File: src/design/ncs_pkg.sv
// Shared types, constants and helpers for the natural cubic spline block.
`default_nettype none

package ncs_pkg;

  localparam int NUM_KNOTS = 16;
  localparam int IDX_W     = $clog2(NUM_KNOTS);

  // Divider: signed dividend, positive divisor, one quotient bit per cycle
  localparam int DIVN_W = 56;
  localparam int DIVD_W = 34;
  localparam int DCNT_W = $clog2(DIVN_W);

  localparam int ACC_W = 36;

  localparam logic REQ_LOAD  = 1'b0;
  localparam logic REQ_QUERY = 1'b1;

  localparam logic [1:0] ST_OK       = 2'd0;
  localparam logic [1:0] ST_BELOW    = 2'd1;
  localparam logic [1:0] ST_UNSOLVED = 2'd2;
  localparam logic [1:0] ST_EXTRAP   = 2'd3;

  localparam int CFG_IDX_W = 1;
  localparam logic [CFG_IDX_W-1:0] CFG_SPACING = 1'd0;
  localparam logic [CFG_IDX_W-1:0] CFG_FIRST   = 1'd1;
  localparam logic [30:0] SPACING_RST = 31'd65536;

  typedef struct packed {
    logic               req_type;
    logic [3:0]         knot_index;
    logic signed [31:0] knot_value;
    logic               last_knot;
    logic signed [31:0] query_x;
  } req_t;

  typedef struct packed {
    logic signed [31:0] y_value;
    logic [1:0]         status;
  } result_t;

  typedef enum logic [5:0] {
    OP_NOP, OP_ACCEPT, OP_OUT_ZERO, OP_OUT_UNSOLVED, OP_OUT_BELOW, OP_OUT_Y,
    OP_Q_DIV, OP_Q_K, OP_Q_KH, OP_Q_DX, OP_Q_SQ, OP_Q_DX2, OP_Q_MCUBE, OP_Q_DX3,
    OP_Q_TB, OP_Q_TC, OP_Q_TD,
    OP_S_INIT, OP_S_RDK, OP_S_CAPA, OP_S_CAPB, OP_S_CAPC, OP_S_L, OP_S_ALPHA,
    OP_S_MUDIV, OP_S_MU, OP_S_ZDIV, OP_S_Z,
    OP_B_INIT, OP_B_RDK, OP_B_RD, OP_B_CAPA, OP_B_C0, OP_B_SLDIV, OP_B_SLOPE,
    OP_B_CVDIV, OP_B_B, OP_B_DDIV, OP_B_D, OP_S_DONE
  } dp_op_t;

  typedef enum logic [5:0] {
    ST_IDLE, ST_OUT0, ST_OUTNS, ST_OUTBL, ST_QOUT, ST_SDONE,
    ST_QCHK, ST_QDIV, ST_QDIVW, ST_QMK, ST_QDX, ST_QSQ, ST_QDX2, ST_QMC, ST_QDX3,
    ST_QTB, ST_QTC, ST_QTD,
    ST_SINIT, ST_F_RD, ST_F_CA, ST_F_CB, ST_F_CC, ST_F_L, ST_F_AW, ST_F_MD,
    ST_F_MW, ST_F_ZD, ST_F_ZW,
    ST_B_INIT, ST_B_RK, ST_B_RD, ST_B_CA, ST_B_C0, ST_B_SD, ST_B_SW, ST_B_CD,
    ST_B_BW, ST_B_DD, ST_B_DW
  } ctrl_state_t;

  typedef struct packed {
    dp_op_t           op;
    logic [IDX_W-1:0] addr;
  } dp_cmd_t;

  typedef struct packed {
    logic solved;
    logic t_neg;
    logic div_busy;
  } dp_stat_t;

  function automatic logic signed [31:0] sat32(input logic signed [63:0] v);
    if (v > 64'sd2147483647) begin
      return 32'sh7fffffff;
    end else if (v < -64'sd2147483648) begin
      return 32'sh80000000;
    end else begin
      return v[31:0];
    end
  endfunction

endpackage

`default_nettype wire

File: src/design/ncs_ctrl.sv
// Controller: sequences loads, queries and the coefficient solve.
`default_nettype none

module ncs_ctrl (
  input  logic              clk,
  input  logic              rst,
  input  logic              start,
  input  logic              is_load,
  input  logic              is_last,
  input  ncs_pkg::dp_stat_t stat,
  output ncs_pkg::dp_cmd_t  cmd,
  output logic              busy
);

  localparam int IW = ncs_pkg::IDX_W;

  ncs_pkg::ctrl_state_t state, state_next;
  logic [IW-1:0] idx;

  assign busy = (state != ncs_pkg::ST_IDLE);

  always_ff @(posedge clk) begin
    if (rst) begin
      state <= ncs_pkg::ST_IDLE;
      idx   <= '0;
    end else begin
      state <= state_next;
      case (state)
        ncs_pkg::ST_SINIT:  idx <= IW'(1);
        ncs_pkg::ST_F_ZW:   if (!stat.div_busy) idx <= idx + 1'b1;
        ncs_pkg::ST_B_INIT: idx <= IW'(ncs_pkg::NUM_KNOTS - 2);
        ncs_pkg::ST_B_DW:   if (!stat.div_busy) idx <= idx - 1'b1;
        default: ;
      endcase
    end
  end

  always_comb begin
    state_next = state;
    case (state)
      ncs_pkg::ST_IDLE: begin
        if (start) begin
          if (is_load) begin
            state_next = is_last ? ncs_pkg::ST_SINIT : ncs_pkg::ST_OUT0;
          end else begin
            state_next = ncs_pkg::ST_QCHK;
          end
        end
      end
      ncs_pkg::ST_OUT0, ncs_pkg::ST_OUTNS, ncs_pkg::ST_OUTBL,
      ncs_pkg::ST_QOUT, ncs_pkg::ST_SDONE: state_next = ncs_pkg::ST_IDLE;
      ncs_pkg::ST_QCHK: begin
        if (!stat.solved) begin
          state_next = ncs_pkg::ST_OUTNS;
        end else if (stat.t_neg) begin
          state_next = ncs_pkg::ST_OUTBL;
        end else begin
          state_next = ncs_pkg::ST_QDIV;
        end
      end
      ncs_pkg::ST_QDIV:  state_next = ncs_pkg::ST_QDIVW;
      ncs_pkg::ST_QDIVW: if (!stat.div_busy) state_next = ncs_pkg::ST_QMK;
      ncs_pkg::ST_QMK:   state_next = ncs_pkg::ST_QDX;
      ncs_pkg::ST_QDX:   state_next = ncs_pkg::ST_QSQ;
      ncs_pkg::ST_QSQ:   state_next = ncs_pkg::ST_QDX2;
      ncs_pkg::ST_QDX2:  state_next = ncs_pkg::ST_QMC;
      ncs_pkg::ST_QMC:   state_next = ncs_pkg::ST_QDX3;
      ncs_pkg::ST_QDX3:  state_next = ncs_pkg::ST_QTB;
      ncs_pkg::ST_QTB:   state_next = ncs_pkg::ST_QTC;
      ncs_pkg::ST_QTC:   state_next = ncs_pkg::ST_QTD;
      ncs_pkg::ST_QTD:   state_next = ncs_pkg::ST_QOUT;
      ncs_pkg::ST_SINIT: state_next = ncs_pkg::ST_F_RD;
      ncs_pkg::ST_F_RD:  state_next = ncs_pkg::ST_F_CA;
      ncs_pkg::ST_F_CA:  state_next = ncs_pkg::ST_F_CB;
      ncs_pkg::ST_F_CB:  state_next = ncs_pkg::ST_F_CC;
      ncs_pkg::ST_F_CC:  state_next = ncs_pkg::ST_F_L;
      ncs_pkg::ST_F_L:   state_next = ncs_pkg::ST_F_AW;
      ncs_pkg::ST_F_AW:  if (!stat.div_busy) state_next = ncs_pkg::ST_F_MD;
      ncs_pkg::ST_F_MD:  state_next = ncs_pkg::ST_F_MW;
      ncs_pkg::ST_F_MW:  if (!stat.div_busy) state_next = ncs_pkg::ST_F_ZD;
      ncs_pkg::ST_F_ZD:  state_next = ncs_pkg::ST_F_ZW;
      ncs_pkg::ST_F_ZW: begin
        if (!stat.div_busy) begin
          state_next = (idx == IW'(ncs_pkg::NUM_KNOTS - 2)) ? ncs_pkg::ST_B_INIT
                                                             : ncs_pkg::ST_F_RD;
        end
      end
      ncs_pkg::ST_B_INIT: state_next = ncs_pkg::ST_B_RK;
      ncs_pkg::ST_B_RK:   state_next = ncs_pkg::ST_B_RD;
      ncs_pkg::ST_B_RD:   state_next = ncs_pkg::ST_B_CA;
      ncs_pkg::ST_B_CA:   state_next = ncs_pkg::ST_B_C0;
      ncs_pkg::ST_B_C0:   state_next = ncs_pkg::ST_B_SD;
      ncs_pkg::ST_B_SD:   state_next = ncs_pkg::ST_B_SW;
      ncs_pkg::ST_B_SW:   if (!stat.div_busy) state_next = ncs_pkg::ST_B_CD;
      ncs_pkg::ST_B_CD:   state_next = ncs_pkg::ST_B_BW;
      ncs_pkg::ST_B_BW:   if (!stat.div_busy) state_next = ncs_pkg::ST_B_DD;
      ncs_pkg::ST_B_DD:   state_next = ncs_pkg::ST_B_DW;
      ncs_pkg::ST_B_DW: begin
        if (!stat.div_busy) begin
          state_next = (idx == '0) ? ncs_pkg::ST_SDONE : ncs_pkg::ST_B_RK;
        end
      end
      default: state_next = ncs_pkg::ST_IDLE;
    endcase
  end

  always_comb begin
    cmd.op   = ncs_pkg::OP_NOP;
    cmd.addr = idx;
    case (state)
      ncs_pkg::ST_IDLE:   if (start) cmd.op = ncs_pkg::OP_ACCEPT;
      ncs_pkg::ST_OUT0:   cmd.op = ncs_pkg::OP_OUT_ZERO;
      ncs_pkg::ST_OUTNS:  cmd.op = ncs_pkg::OP_OUT_UNSOLVED;
      ncs_pkg::ST_OUTBL:  cmd.op = ncs_pkg::OP_OUT_BELOW;
      ncs_pkg::ST_QOUT:   cmd.op = ncs_pkg::OP_OUT_Y;
      ncs_pkg::ST_SDONE:  cmd.op = ncs_pkg::OP_S_DONE;
      ncs_pkg::ST_QCHK:   cmd.op = ncs_pkg::OP_NOP;
      ncs_pkg::ST_QDIV:   cmd.op = ncs_pkg::OP_Q_DIV;
      ncs_pkg::ST_QDIVW:  if (!stat.div_busy) cmd.op = ncs_pkg::OP_Q_K;
      ncs_pkg::ST_QMK:    cmd.op = ncs_pkg::OP_Q_KH;
      ncs_pkg::ST_QDX:    cmd.op = ncs_pkg::OP_Q_DX;
      ncs_pkg::ST_QSQ:    cmd.op = ncs_pkg::OP_Q_SQ;
      ncs_pkg::ST_QDX2:   cmd.op = ncs_pkg::OP_Q_DX2;
      ncs_pkg::ST_QMC:    cmd.op = ncs_pkg::OP_Q_MCUBE;
      ncs_pkg::ST_QDX3:   cmd.op = ncs_pkg::OP_Q_DX3;
      ncs_pkg::ST_QTB:    cmd.op = ncs_pkg::OP_Q_TB;
      ncs_pkg::ST_QTC:    cmd.op = ncs_pkg::OP_Q_TC;
      ncs_pkg::ST_QTD:    cmd.op = ncs_pkg::OP_Q_TD;
      ncs_pkg::ST_SINIT:  cmd.op = ncs_pkg::OP_S_INIT;
      ncs_pkg::ST_F_RD: begin
        cmd.op   = ncs_pkg::OP_S_RDK;
        cmd.addr = idx - 1'b1;
      end
      ncs_pkg::ST_F_CA:   cmd.op = ncs_pkg::OP_S_CAPA;
      ncs_pkg::ST_F_CB: begin
        cmd.op   = ncs_pkg::OP_S_CAPB;
        cmd.addr = idx + 1'b1;
      end
      ncs_pkg::ST_F_CC:   cmd.op = ncs_pkg::OP_S_CAPC;
      ncs_pkg::ST_F_L:    cmd.op = ncs_pkg::OP_S_L;
      ncs_pkg::ST_F_AW:   if (!stat.div_busy) cmd.op = ncs_pkg::OP_S_ALPHA;
      ncs_pkg::ST_F_MD:   cmd.op = ncs_pkg::OP_S_MUDIV;
      ncs_pkg::ST_F_MW:   if (!stat.div_busy) cmd.op = ncs_pkg::OP_S_MU;
      ncs_pkg::ST_F_ZD:   cmd.op = ncs_pkg::OP_S_ZDIV;
      ncs_pkg::ST_F_ZW:   if (!stat.div_busy) cmd.op = ncs_pkg::OP_S_Z;
      ncs_pkg::ST_B_INIT: cmd.op = ncs_pkg::OP_B_INIT;
      ncs_pkg::ST_B_RK: begin
        cmd.op   = ncs_pkg::OP_B_RDK;
        cmd.addr = idx + 1'b1;
      end
      ncs_pkg::ST_B_RD:   cmd.op = ncs_pkg::OP_B_RD;
      ncs_pkg::ST_B_CA:   cmd.op = ncs_pkg::OP_B_CAPA;
      ncs_pkg::ST_B_C0:   cmd.op = ncs_pkg::OP_B_C0;
      ncs_pkg::ST_B_SD:   cmd.op = ncs_pkg::OP_B_SLDIV;
      ncs_pkg::ST_B_SW:   if (!stat.div_busy) cmd.op = ncs_pkg::OP_B_SLOPE;
      ncs_pkg::ST_B_CD:   cmd.op = ncs_pkg::OP_B_CVDIV;
      ncs_pkg::ST_B_BW:   if (!stat.div_busy) cmd.op = ncs_pkg::OP_B_B;
      ncs_pkg::ST_B_DD:   cmd.op = ncs_pkg::OP_B_DDIV;
      ncs_pkg::ST_B_DW:   if (!stat.div_busy) cmd.op = ncs_pkg::OP_B_D;
      default:            cmd.op = ncs_pkg::OP_NOP;
    endcase
  end

endmodule

`default_nettype wire

File: config.mk
export PLATFORM = sky130hd
export DESIGN_NAME = ncs_ctrl
export DESIGN_NICKNAME = d
export VERILOG_FILES = /design/src/design/ncs_pkg.sv /design/src/design/ncs_ctrl.sv
export SDC_FILE = /design/constraint.sdc
export NUM_CORES = 1
export LEC_CHECK = 0
export ABC_AREA = 1
export ABC_CLOCK_PERIOD_IN_PS = 1470
export BUFFER_PORTS_ARGS = -buffer_cell sky130_fd_sc_hd__buf_2
export CAP_MARGIN = 0
export CORE_ASPECT_RATIO = 1.4
export CORE_MARGIN = 2
export CORE_UTILIZATION = 53
export CTS_CLUSTER_DIAMETER = 30
export CTS_CLUSTER_SIZE = 14
export DETAILED_ROUTE_END_ITERATION = 8
export PLACE_DENSITY = 0.77
export RECOVER_POWER = 100
export SLEW_MARGIN = 10
export SYNTH_ARGS = -nofsm -noshare
export SYNTH_HDL_FRONTEND = slang
export SYNTH_SLANG_ARGS = --single-unit
export TNS_END_PERCENT = 1
File: constraint.sdc
create_clock -name clk -period 1.47 [get_ports clk]
set_input_delay 0.0735 -clock clk [delete_from_list [all_inputs] [get_ports clk]]
set_output_delay 0.0735 -clock clk [all_outputs]
set_load 0.03 [all_outputs]
==> results.yml, run 1 <==
status:
  outcome: "aborted with a tool error"
  stop_stage: "5_1_grt"
  error: "[ERROR GRT-0116] Global routing finished with congestion. Check the congestion regions in the DRC Viewer."
logic_synthesis:
  ys_types: 34
  avgSynthCellArea_um2: 5.35
  synth_top_area_share_pct: 19.7
  synth_top_flop_cell: "dfxtp_1"
  yosys_warnings: 0
  ys_top_cells_by_area: "nand2_1, dfxtp_1, nand3_1, nor2_1, inv_1"
  netlist_area_mm2: 0.00148
  synth_edf_count: 0
  async_flop_share_pct: 0
  synth_nets: 288
  ys_ff_latch: 10
  synth_most_common_cell: "nand2_1"
  yosysTopAreaCell: "nand2_1"
  ys_seq_area_share_pct: 13.5
  synth_commonest_cells: "nand2_1, nor2_1, nand3_1"
  postSynthCellCount: 277
clock_network:
  cts_made_buffers: 3
  cts_sinks: 10
  cts_root_buf: "clkbuf_4"
  clockBufferDepth: 2
  h-tree-depth: 1
placement:
  place_hpwl_um: 5160
  io_buffers: 18
  place.gp.congestion: 1.11
global_route:
  track_usage_pct: 69.1
  grt_pass1_wl_um: 17000
  grt.overflow.total: 30
  grt_pass1_vias: 3186
  grt_max_degree: 10
die:
  die_h_um: 66.6
  die_w_um: 48.7
  start_util_pct: 56.1
  rows: 22
  pin_count: 19
## logic make-up after synthesis
logic type      count (synthesis)  synth area share, %
compound gates                 31                 13.7
xor+xnor                        5                 2.95
fa+ha+maj                       3                 2.53
buf+inv                        38                 9.96
flops                          10                 13.5
simple gates                  190                 57.4
## timing repair
action / 4_1_cts
cloned: 2
endpoints found under the setup margin: 21
setup buffers: 10
pin swaps: 17
hold buffers: 0
gates resized for setup: 86
## stage by stage
stage | instance area [um^2] | cells | setup slack (ns) | hold WS, ns | util, %
CTS | 2550 | 405 | -0.319 | 0.00135 | 96.4
floorplan | 1520 | 277 | -0.133 | 0.143 | -
global placement | 2140 | 392 | -0.287 | 0.285 | 81.2
detailed placement | 2140 | 392 | -0.259 | 0.290 | 81.2
## layer usage
layer  track usage [%]  GRT overflow
met1              66.1             0
met2              95.7            17
met5                 0             0
met4              76.8            12
met3              42.8             1
==> inputs of run 2 (changes only) <==
ABC_CLOCK_PERIOD_IN_PS = 1900   (was 1470)
CORE_ASPECT_RATIO = default   (was 1.4)
CORE_UTILIZATION = 40   (was 53)
CTS_CLUSTER_DIAMETER = default   (was 30)
CTS_CLUSTER_SIZE = default   (was 14)
PLACE_DENSITY = default   (was 0.77)
PLACE_DENSITY_LB_ADDON = 0.15   (was default)
clock period = 1.9 ns   (was 1.47 ns; I/O delays follow)
==> results.yml, run 2 <==
logic_synthesis:
  yosys.area_share.simple_pct: 57.4
  synthMuxAreaShare_pct: 0
  ys_top_cells_by_area: "nand2_1, dfxtp_1, nand3_1, nor2_1, inv_1"
  ys_types: 34
  ys_ff_latch: 10
  synth_commonest_cells: "nand2_1, nor2_1, nand3_1"
  netlist_area_mm2: 0.00148
  synth_top_flop_cell: "dfxtp_1"
  async_flop_share_pct: 0
  synth_most_common_cell: "nand2_1"
  yosys_warnings: 0
  postSynthCellCount: 277
  synth-adder-area-share_pct: 2.53
  synth_xor_area_share_pct: 2.95
  avgSynthCellArea_um2: 5.35
  synth_compound_area_share_pct: 13.7
  synth_top_family_by_area: "simple AND/OR/NAND/NOR gates"
  synth_nets: 288
  ys_seq_area_share_pct: 13.5
  yosysTopAreaCell: "nand2_1"
  synth_top_area_share_pct: 19.7
  synth_edf_count: 0
global_route:
  grt_pass1_vias: 1821
  antenna_found_initial: 0
  track_usage_pct: 25.8
  use_met1_pct: 33.5
  globalRoute.busiestLayer: "met2"
  grt_pass1_wl_um: 8450
  use_met3_pct: 3.30
  met2_usage_pct: 39.2
  grt_max_degree: 13
  grt.overflow.total: 0
die:
  pin_count: 19
  die_h_um: 64.9
  die_w_um: 64.9
  start_util_pct: 41.1
  coreArea_mm2: 0.00361
  die_area_mm2: 0.00421
  rows: 22
flow_run:
  cap_violations: 0
cells_and_area:
  top_register: "state"
  n_antenna_cell: 0
  mostFrequentLayoutCell: "nand2_1"
  largest_reg_flops: 6
  drive_gt1_share_pct: 29.3
  reg_top3: "state (6), idx (4)"
  finalInstanceArea_mm2: 0.00197
  final_core_util_pct: 54.6
  nets: 324
  area_growth_pct: 32.7
  final_cell_mix: "nand2_1, nor2_1, nand3_1"
timing:
  clock_skew_ns: 0.00183
  fin_crit_sh_pct: 101
  fmax_mhz: 522
  tns_ns: -0.0310
  tightestPinTransition_ns: 0.365
  hold_viol: 0
  setup_slack_ns: -0.0171
  setup_viol: 4
  finalMaxSlewViolations: 0
  period_needed_ns: 1.92
  grt_setup_unrepaired: "true"
  max-slew-margin-rel_pct: 75.6
worst_setup_path:
  worst_setup_path_end_kind: "output port"
  cp.arrival_ns: 1.82
  worstPathRequired_ns: 1.80
  worstSetupPathType: "reg2out"
  start_kind: "flop"
  cp_max_fo: 8
  r2r-start: "state[4]$_SDFFE_PP0P_"
  r2r_cells: 9
  rr_endpoint: "state[5]$_SDFFE_PP0P_"
  reg2reg_slack_ns: 0.20
drt:
  drt-initial-drc-count: 327
  viasPerCell: 5.70
  vias: 2046
  ant_nets: 0
  dr.pass1.iters: 7
  drc: 0
  wire_per_inst_um: 14.8
  drt_wl_total_um: 5310
status:
  outcome: "finished, violations left"
  violations: "setup timing"
placement:
  place_hpwl_um: 4170
  pre_cts_ws_ns: 0.0587
  io_buffers: 18
  dpl_cell_area_mm2: 0.00171
  place.gp.congestion: 1.02
clock_network:
  clockBufferDepth: 2
  clkTransAtPathRegs_ns: 0.04
  h-tree-depth: 1
  cts_sinks: 10
  cts_tree: "done"
  cts_root_buf: "clkbuf_8"
  cts_made_buffers: 3
  insertion_delay_ns: 0.24
power:
  p_total_uw: 3180
  powerDensity_mw_per_mm2: 1610
  peakVddDrop_v: 0.000718
  leakage_uw: 0.00103
hold_path:
  hold_end: "state[2]$_SDFFE_PP0P_"
  hold_depth: 2
  min_path_type: "in2reg"
  min_from: "rst"
-- run 2: cell counts after synthesis --
No cell type changed its count.
-- run 2: layer usage --
layer | routed length [um] | up-vias
met1 | 2220 | 878
met4 | 446 | 0
met5 | 0 | -
met2 | 2290 | 122
li1 | - | 998
met3 | 355 | 48
-- run 2: worst max-delay path by stage --
stage                                from  endpoint  slack, ns  depth (start not counted)
global placement    state[0]$_SDFFE_PP0P_    cmd[1]      0.005                          8
CTS                 state[1]$_SDFFE_PP0P_    cmd[1]      0.005                          8
detailed placement  state[2]$_SDFFE_PP0P_    cmd[1]       0.06                          8
floorplan           state[5]$_SDFFE_PP0P_    cmd[1]       0.17                          9
global route        state[4]$_SDFFE_PP0P_    cmd[6]      -0.07                          7
finish              state[4]$_SDFFE_PP0P_    cmd[7]      -0.02                          7
-- run 2: metrics by stage --
stage                     std cells  hold slack, ns
after floorplan                 277           0.164
after global placement          351           0.318
after detailed placement        351           0.323
after CTS                       354          0.0667
after global routing            359          0.0700
final                           359          0.0568
-- run 2: cell type report --
cell class / count / area [um^2]
tap: 48 / 60.1
timing repair buffer: 36 / 253
fill: 387 / 1640
multi-input combinational: 229 / 1260
sequential: 10 / 220
clock buffer: 3 / 41.3
inverter: 33 / 131
-- run 2: kinds of logic after synthesis --
logic type,after synthesis
buffers and inverters,38
adder cells (fa/ha/maj),3
XOR/XNOR,5
AND/OR/NAND/NOR,190
AO/OA/AOI/OAI,31
flip-flops,10
-- run 2: where the power goes --
| group | internal (uW) | switching [uW] | total (uW) |
|---|---|---|---|
| Sequential | 306 | 122 | 428 |
| Combinational | 874 | 1660 | 2530 |
| Clock | 138 | 78.7 | 217 |
-- run 2: repair_timing --
item,in CTS,in global routing
pin swaps,0,7
resized for setup,15,45
buffers inserted,0,6
setup endpoints to repair,10,10
endpoints found under the hold margin,0,0
hold buffers,0,0
-- run 2: worst max-delay path: stages, from the launching register on --
cell and delay, ns:
dfxtp_4 0.35, buf_4 0.13, nor2_2 0.31, nand3_1 0.24, o21ai_0 0.21, nor4_4 0.09
nand3b_1 0.11, buf_6 0.13
(Power assumes the default switching activity.)
==> inputs of run 3 (changes only) <==
ABC_AREA = default   (was 1)
==> results.yml, run 3 <==
status:
  outcome: "finished, violations left"
  violations: "setup timing"
timing:
  grt_setup_unrepaired: "true"
  setup_viol: 5
  period_needed_ns: 1.95
  setup_slack_ns: -0.0479
  fmax_mhz: 513
  hold_viol: 0
  tns_ns: -0.0919
  finalMaxSlewViolations: 0
  max-slew-margin-rel_pct: 70.0
  tightestPinTransition_ns: 0.450
  clock_skew_ns: 0.00282
  fin_crit_sh_pct: 103
cells_and_area:
  largest_reg_flops: 6
  top_register: "state"
  multi_input_area_mm2: 0.00140
  drive_gt1_share_pct: 51.4
  final_core_util_pct: 67.4
  nets: 303
  n_antenna_cell: 0
  area_growth_pct: 60.2
  reg_top3: "state (6), idx (4)"
  finalInstanceArea_mm2: 0.00250
  final_cell_mix: "buf_4, nor2_1, nand2_1"
  fillers: 309
  mostFrequentLayoutCell: "buf_4"
  seq_area_um2: 216
drt:
  drt-initial-drc-count: 278
  drt_wl_total_um: 6560
  dr.pass1.iters: 5
  drc: 0
  wire_per_inst_um: 19.4
  vias: 2105
  viasPerCell: 6.23
  ant_nets: 0
placement:
  io_buffers: 18
  place_hpwl_um: 4650
  dpl_cell_area_mm2: 0.00209
  place.gp.congestion: 0.962
logic_synthesis:
  netlist_area_mm2: 0.00156
  ys_ff_latch: 10
  ys_top_cells_by_area: "dfxtp_1, nor2_1, a21oi_1, nor3_1, nand2_1"
  yosys_warnings: 0
  synth_top_flop_cell: "dfxtp_1"
  synth_nets: 222
  async_flop_share_pct: 0
  postSynthCellCount: 211
  ys_seq_area_share_pct: 12.8
  synth_commonest_cells: "nor2_1, nand2_1, a21oi_1, nor3_1, buf_2"
  synth_edf_count: 0
  ys_types: 67
  synth_top_area_share_pct: 12.8
  avgSynthCellArea_um2: 7.41
  yosysTopAreaCell: "dfxtp_1"
  synth_most_common_cell: "nor2_1"
global_route:
  track_usage_pct: 28.7
  grt_pass1_wl_um: 9640
  grt_max_degree: 13
  grt.overflow.total: 0
  antenna_found_initial: 0
  grt_pass1_vias: 1956
worst_setup_path:
  worstSetupPathType: "reg2out"
  worstPathRequired_ns: 1.80
  cp.arrival_ns: 1.85
  worst_setup_path_end_kind: "output port"
  cp_max_fo: 6
  start_kind: "flop"
  r2r_cells: 6
clock_network:
  h-tree-depth: 1
  insertion_delay_ns: 0.23
  cts_sinks: 10
  cts_tree: "done"
  cts_made_buffers: 3
  clkTransAtPathRegs_ns: 0.04
  clockBufferDepth: 2
  cts_root_buf: "clkbuf_8"
hold_path:
  hold_depth: 2
  min_path_type: "in2reg"
power:
  leakage_uw: 0.00103
  peakVddDrop_v: 0.000689
  powerDensity_mw_per_mm2: 1380
die:
  die_h_um: 66.5
  die_w_um: 66.5
  pin_count: 19
  coreArea_mm2: 0.00372
  die_area_mm2: 0.00442
  start_util_pct: 42.1
  rows: 22
flow_run:
  cap_violations: 0
run 3: logic make-up (layout without fill, tap and decap cells):
logic type / count (synthesis) / after routing / share of synthesized area, %
AOI/OAI and AO/OA: 73 / 73 / 37.1
xor gates and xnor gates: 6 / 6 / 3.36
adders and majority gates: 3 / 3 / 2.40
buffers and inverters: 26 / 105 / 7.85
DFF: 10 / 10 / 12.8
muxes: 5 / 5 / 3.20
and+or+nand+nor: 88 / 88 / 33.3
run 3: per-stage QoR:
step,power [uW],worst slack (ns),cells,hold WS (ns)
detailed placement,2650,-0.0892,320,0.428
global placement,2620,-0.0562,320,0.420
finish,3460,-0.0479,338,0.199
floorplan,1710,0.00118,211,0.328
global route,3640,-0.114,338,0.222
CTS,2980,-0.0387,323,0.174
run 3: timing repair:
action,CTS,global route
pin swaps,2,14
setup buffers,0,14
hold buffers,0,0
gates resized for setup,23,52
endpoints found under the setup margin,13,18
cloned,0,1
run 3: where the power goes:
part / internal (uW) / leakage, uW / switching (uW)
clock network: 138 / 0.0000216 / 74.0
logic: 1360 / 0.000920 / 1510
registers: 277 / 0.0000847 / 96.7
total: 1780 / 0.00103 / 1680
run 3: worst paths after layout:
kind                         startpoint                    end  slack (ns)
hold / removal                      rst  state[2]$_SDFFE_PP0P_        0.20
hold reg to reg   state[4]$_SDFFE_PP0P_  state[4]$_SDFFE_PP0P_        0.57
setup / recovery  state[0]$_SDFFE_PP0P_                 cmd[5]       -0.05
setup reg to reg  state[3]$_SDFFE_PP0P_  state[0]$_SDFFE_PP0P_       -0.02
run 3: layout make-up:
| cell class | count | area share, % |
|---|---|---|
| multi-input combinational | 175 | 55.9 |
| timing repair buffer | 94 | 30.2 |
| sequential | 10 | 8.65 |
| tap | 48 | 2.40 |
| clock buffer | 3 | 1.65 |
| inverter | 8 | 1.25 |
run 3: metal layers:
metal / share of wire (%) / global-route usage, % / up-vias
met1: 39 / 34.3 / 1000
met3: 5.8 / 4.05 / 26
met2: 52 / 51.7 / 106
met4: 3.5 / 10.2 / 0
li1: - / - / 973
met5: 0 / 0 / -
run 3: worst max-delay path, stage by stage (launching register included):
cell      delay [ns]
dfxtp_4         0.37
buf_6           0.12
buf_6           0.10
and2_4          0.14
a222oi_1        0.47
o221ai_1        0.20
buf_4           0.20
==> inputs of run 4 (changes only) <==
RECOVER_POWER = 25   (was 100)
==> results.yml, run 4 (synthesis gave the netlist of run 3 again) <==
timing:
  tightestPinTransition_ns: 0.449
  holdWs_ns: 0.207
  hold_viol: 0
  clock_skew_ns: 0.00304
  setup_viol: 3
  grt_setup_unrepaired: "true"
  fmax_mhz: 522
  max-slew-margin-rel_pct: 70.1
  period_needed_ns: 1.92
  finalMaxSlewViolations: 0
  fin_crit_sh_pct: 101
  setup_slack_ns: -0.0153
cells_and_area:
  top_register: "state"
  mostFrequentLayoutCell: "buf_4"
  fin_cells: 338
  area_growth_pct: 61.2
  final_cell_mix: "buf_4, nor2_1, nand2_1"
  n_antenna_cell: 0
  largest_reg_flops: 6
  final_core_util_pct: 67.8
  fillers: 307
  drive_gt1_share_pct: 51.7
  reg_top3: "state (6), idx (4)"
  nets: 303
worst_setup_path:
  cpMaxStageDelayCell: "a222oi_1"
  rr_endpoint: "state[0]$_SDFFE_PP0P_"
  reg2reg_slack_ns: -0.01
  path_common_cell: "buf_6"
  worstPathRequired_ns: 1.80
  r2r_cells: 6
  cp_cell_sequence: "buf_6 > buf_6 > and2_4 > a222oi_1 > o221ai_1 > buf_4"
  worst_setup_path_end_kind: "output port"
  cp_max_fo: 6
  start_kind: "flop"
  worstSetupPathType: "reg2out"
  cp.arrival_ns: 1.82
  r2r-start: "state[3]$_SDFFE_PP0P_"
  critPathMaxStageDelay_ns: 0.45
placement:
  pre_cts_ws_ns: -0.0892
  io_buffers: 18
  place_inst: 320
  place_hpwl_um: 4650
  place.gp.congestion: 0.962
clock_network:
  cts_hold_buffers: 0
  insertion_delay_ns: 0.23
  clkTransAtPathRegs_ns: 0.04
  cts_root_buf: "clkbuf_8"
  h-tree-depth: 1
  clockBufferDepth: 2
  cts_made_buffers: 3
  cts_tree: "done"
  cts_sinks: 10
hold_path:
  hold_depth: 2
  min_path_type: "in2reg"
  hold_end: "state[2]$_SDFFE_PP0P_"
  min_from: "rst"
global_route:
  track_usage_pct: 28.7
  grt_max_degree: 13
  grt.overflow.total: 0
  grt_pass1_vias: 1956
  grt_pass1_wl_um: 9640
  antenna_found_initial: 0
flow_run:
  cap_violations: 0
drt:
  dr.pass1.iters: 5
  ant_nets: 0
  viasPerCell: 6.15
  drc: 0
  wire_per_inst_um: 19.5
  drt-initial-drc-count: 206
  drt_wl_total_um: 6590
  vias: 2078
power:
  powerDensity_mw_per_mm2: 1370
  leakage_uw: 0.00103
  peakVddDrop_v: 0.000701
  p_total_uw: 3460
die:
  die_area_mm2: 0.00442
  coreArea_mm2: 0.00372
  die_w_um: 66.5
  start_util_pct: 42.1
  pin_count: 19
  rows: 22
  die_h_um: 66.5
status:
  outcome: "finished, violations left"
  violations: "setup timing"
==> run 4: cell counts in the layout (fill, tap and decap cells not counted) <==
No cell type changed its count.
==> run 4: through the flow <==
stage | cell area (um^2) | TNS [ns]
finish | 2520 | -0.0302
global placement | 2090 | -0.0562
detailed placement | 2090 | -0.116
CTS | 2190 | -0.121
floorplan | 1560 | 0
global route | 2520 | -0.828
==> run 4: report_power, final <==
| part | internal, uW | switching (uW) | total, uW |
|---|---|---|---|
| Combinational | 1370 | 1510 | 2880 |
| Sequential | 276 | 93.0 | 369 |
| Clock | 138 | 73.6 | 211 |
| Total | 1780 | 1680 | 3460 |
==> run 4: worst max path at each step <==
stage,startpoint,endpoint
floorplan,state[2]$_SDFFE_PP0P_,cmd[7]
global placement,state[5]$_SDFFE_PP0P_,state[4]$_SDFFE_PP0P_
detailed placement,state[4]$_SDFFE_PP0P_,state[4]$_SDFFE_PP0P_
CTS,state[0]$_SDFFE_PP0P_,cmd[2]
global route,state[3]$_SDFFE_PP0P_,state[0]$_SDFFE_PP0P_
finish,state[0]$_SDFFE_PP0P_,cmd[5]
==> run 4: final cells by class <==
| class | count | area [um^2] | share of cell area (%) |
|---|---|---|---|
| Clock buffer | 3 | 41.3 | 1.64 |
| Multi-Input combinational cell | 175 | 1400 | 55.7 |
| Sequential cell | 10 | 219 | 8.69 |
| Timing Repair Buffer | 94 | 766 | 30.4 |
| Inverter | 8 | 31.3 | 1.24 |
| Tap cell | 48 | 60.1 | 2.38 |
==> run 4: repair_timing <==
action,CTS,global route
pin swaps,2,14
resized for setup,23,52
setup endpoints to repair,13,18
setup buffers,0,14
gates cloned,0,1
==> run 4: layer usage <==
| layer | vias to the layer above | GRT usage [%] | share of wire, % |
|---|---|---|---|
| li1 | 966 | - | - |
| met5 | - | 0 | 0 |
| met1 | 980 | 34.3 | 39 |
| met3 | 23 | 4.05 | 6.3 |
| met2 | 109 | 51.7 | 52 |
| met4 | 0 | 10.2 | 3.4 |
==> run 4: critical path: cells and delay by family (launching register included) <==
kind,cells,cell delay [ns]
buffers and inverters,3,0.42
AOI/OAI and AO/OA,2,0.65
and+or+nand+nor,1,0.14
DFF,1,0.37
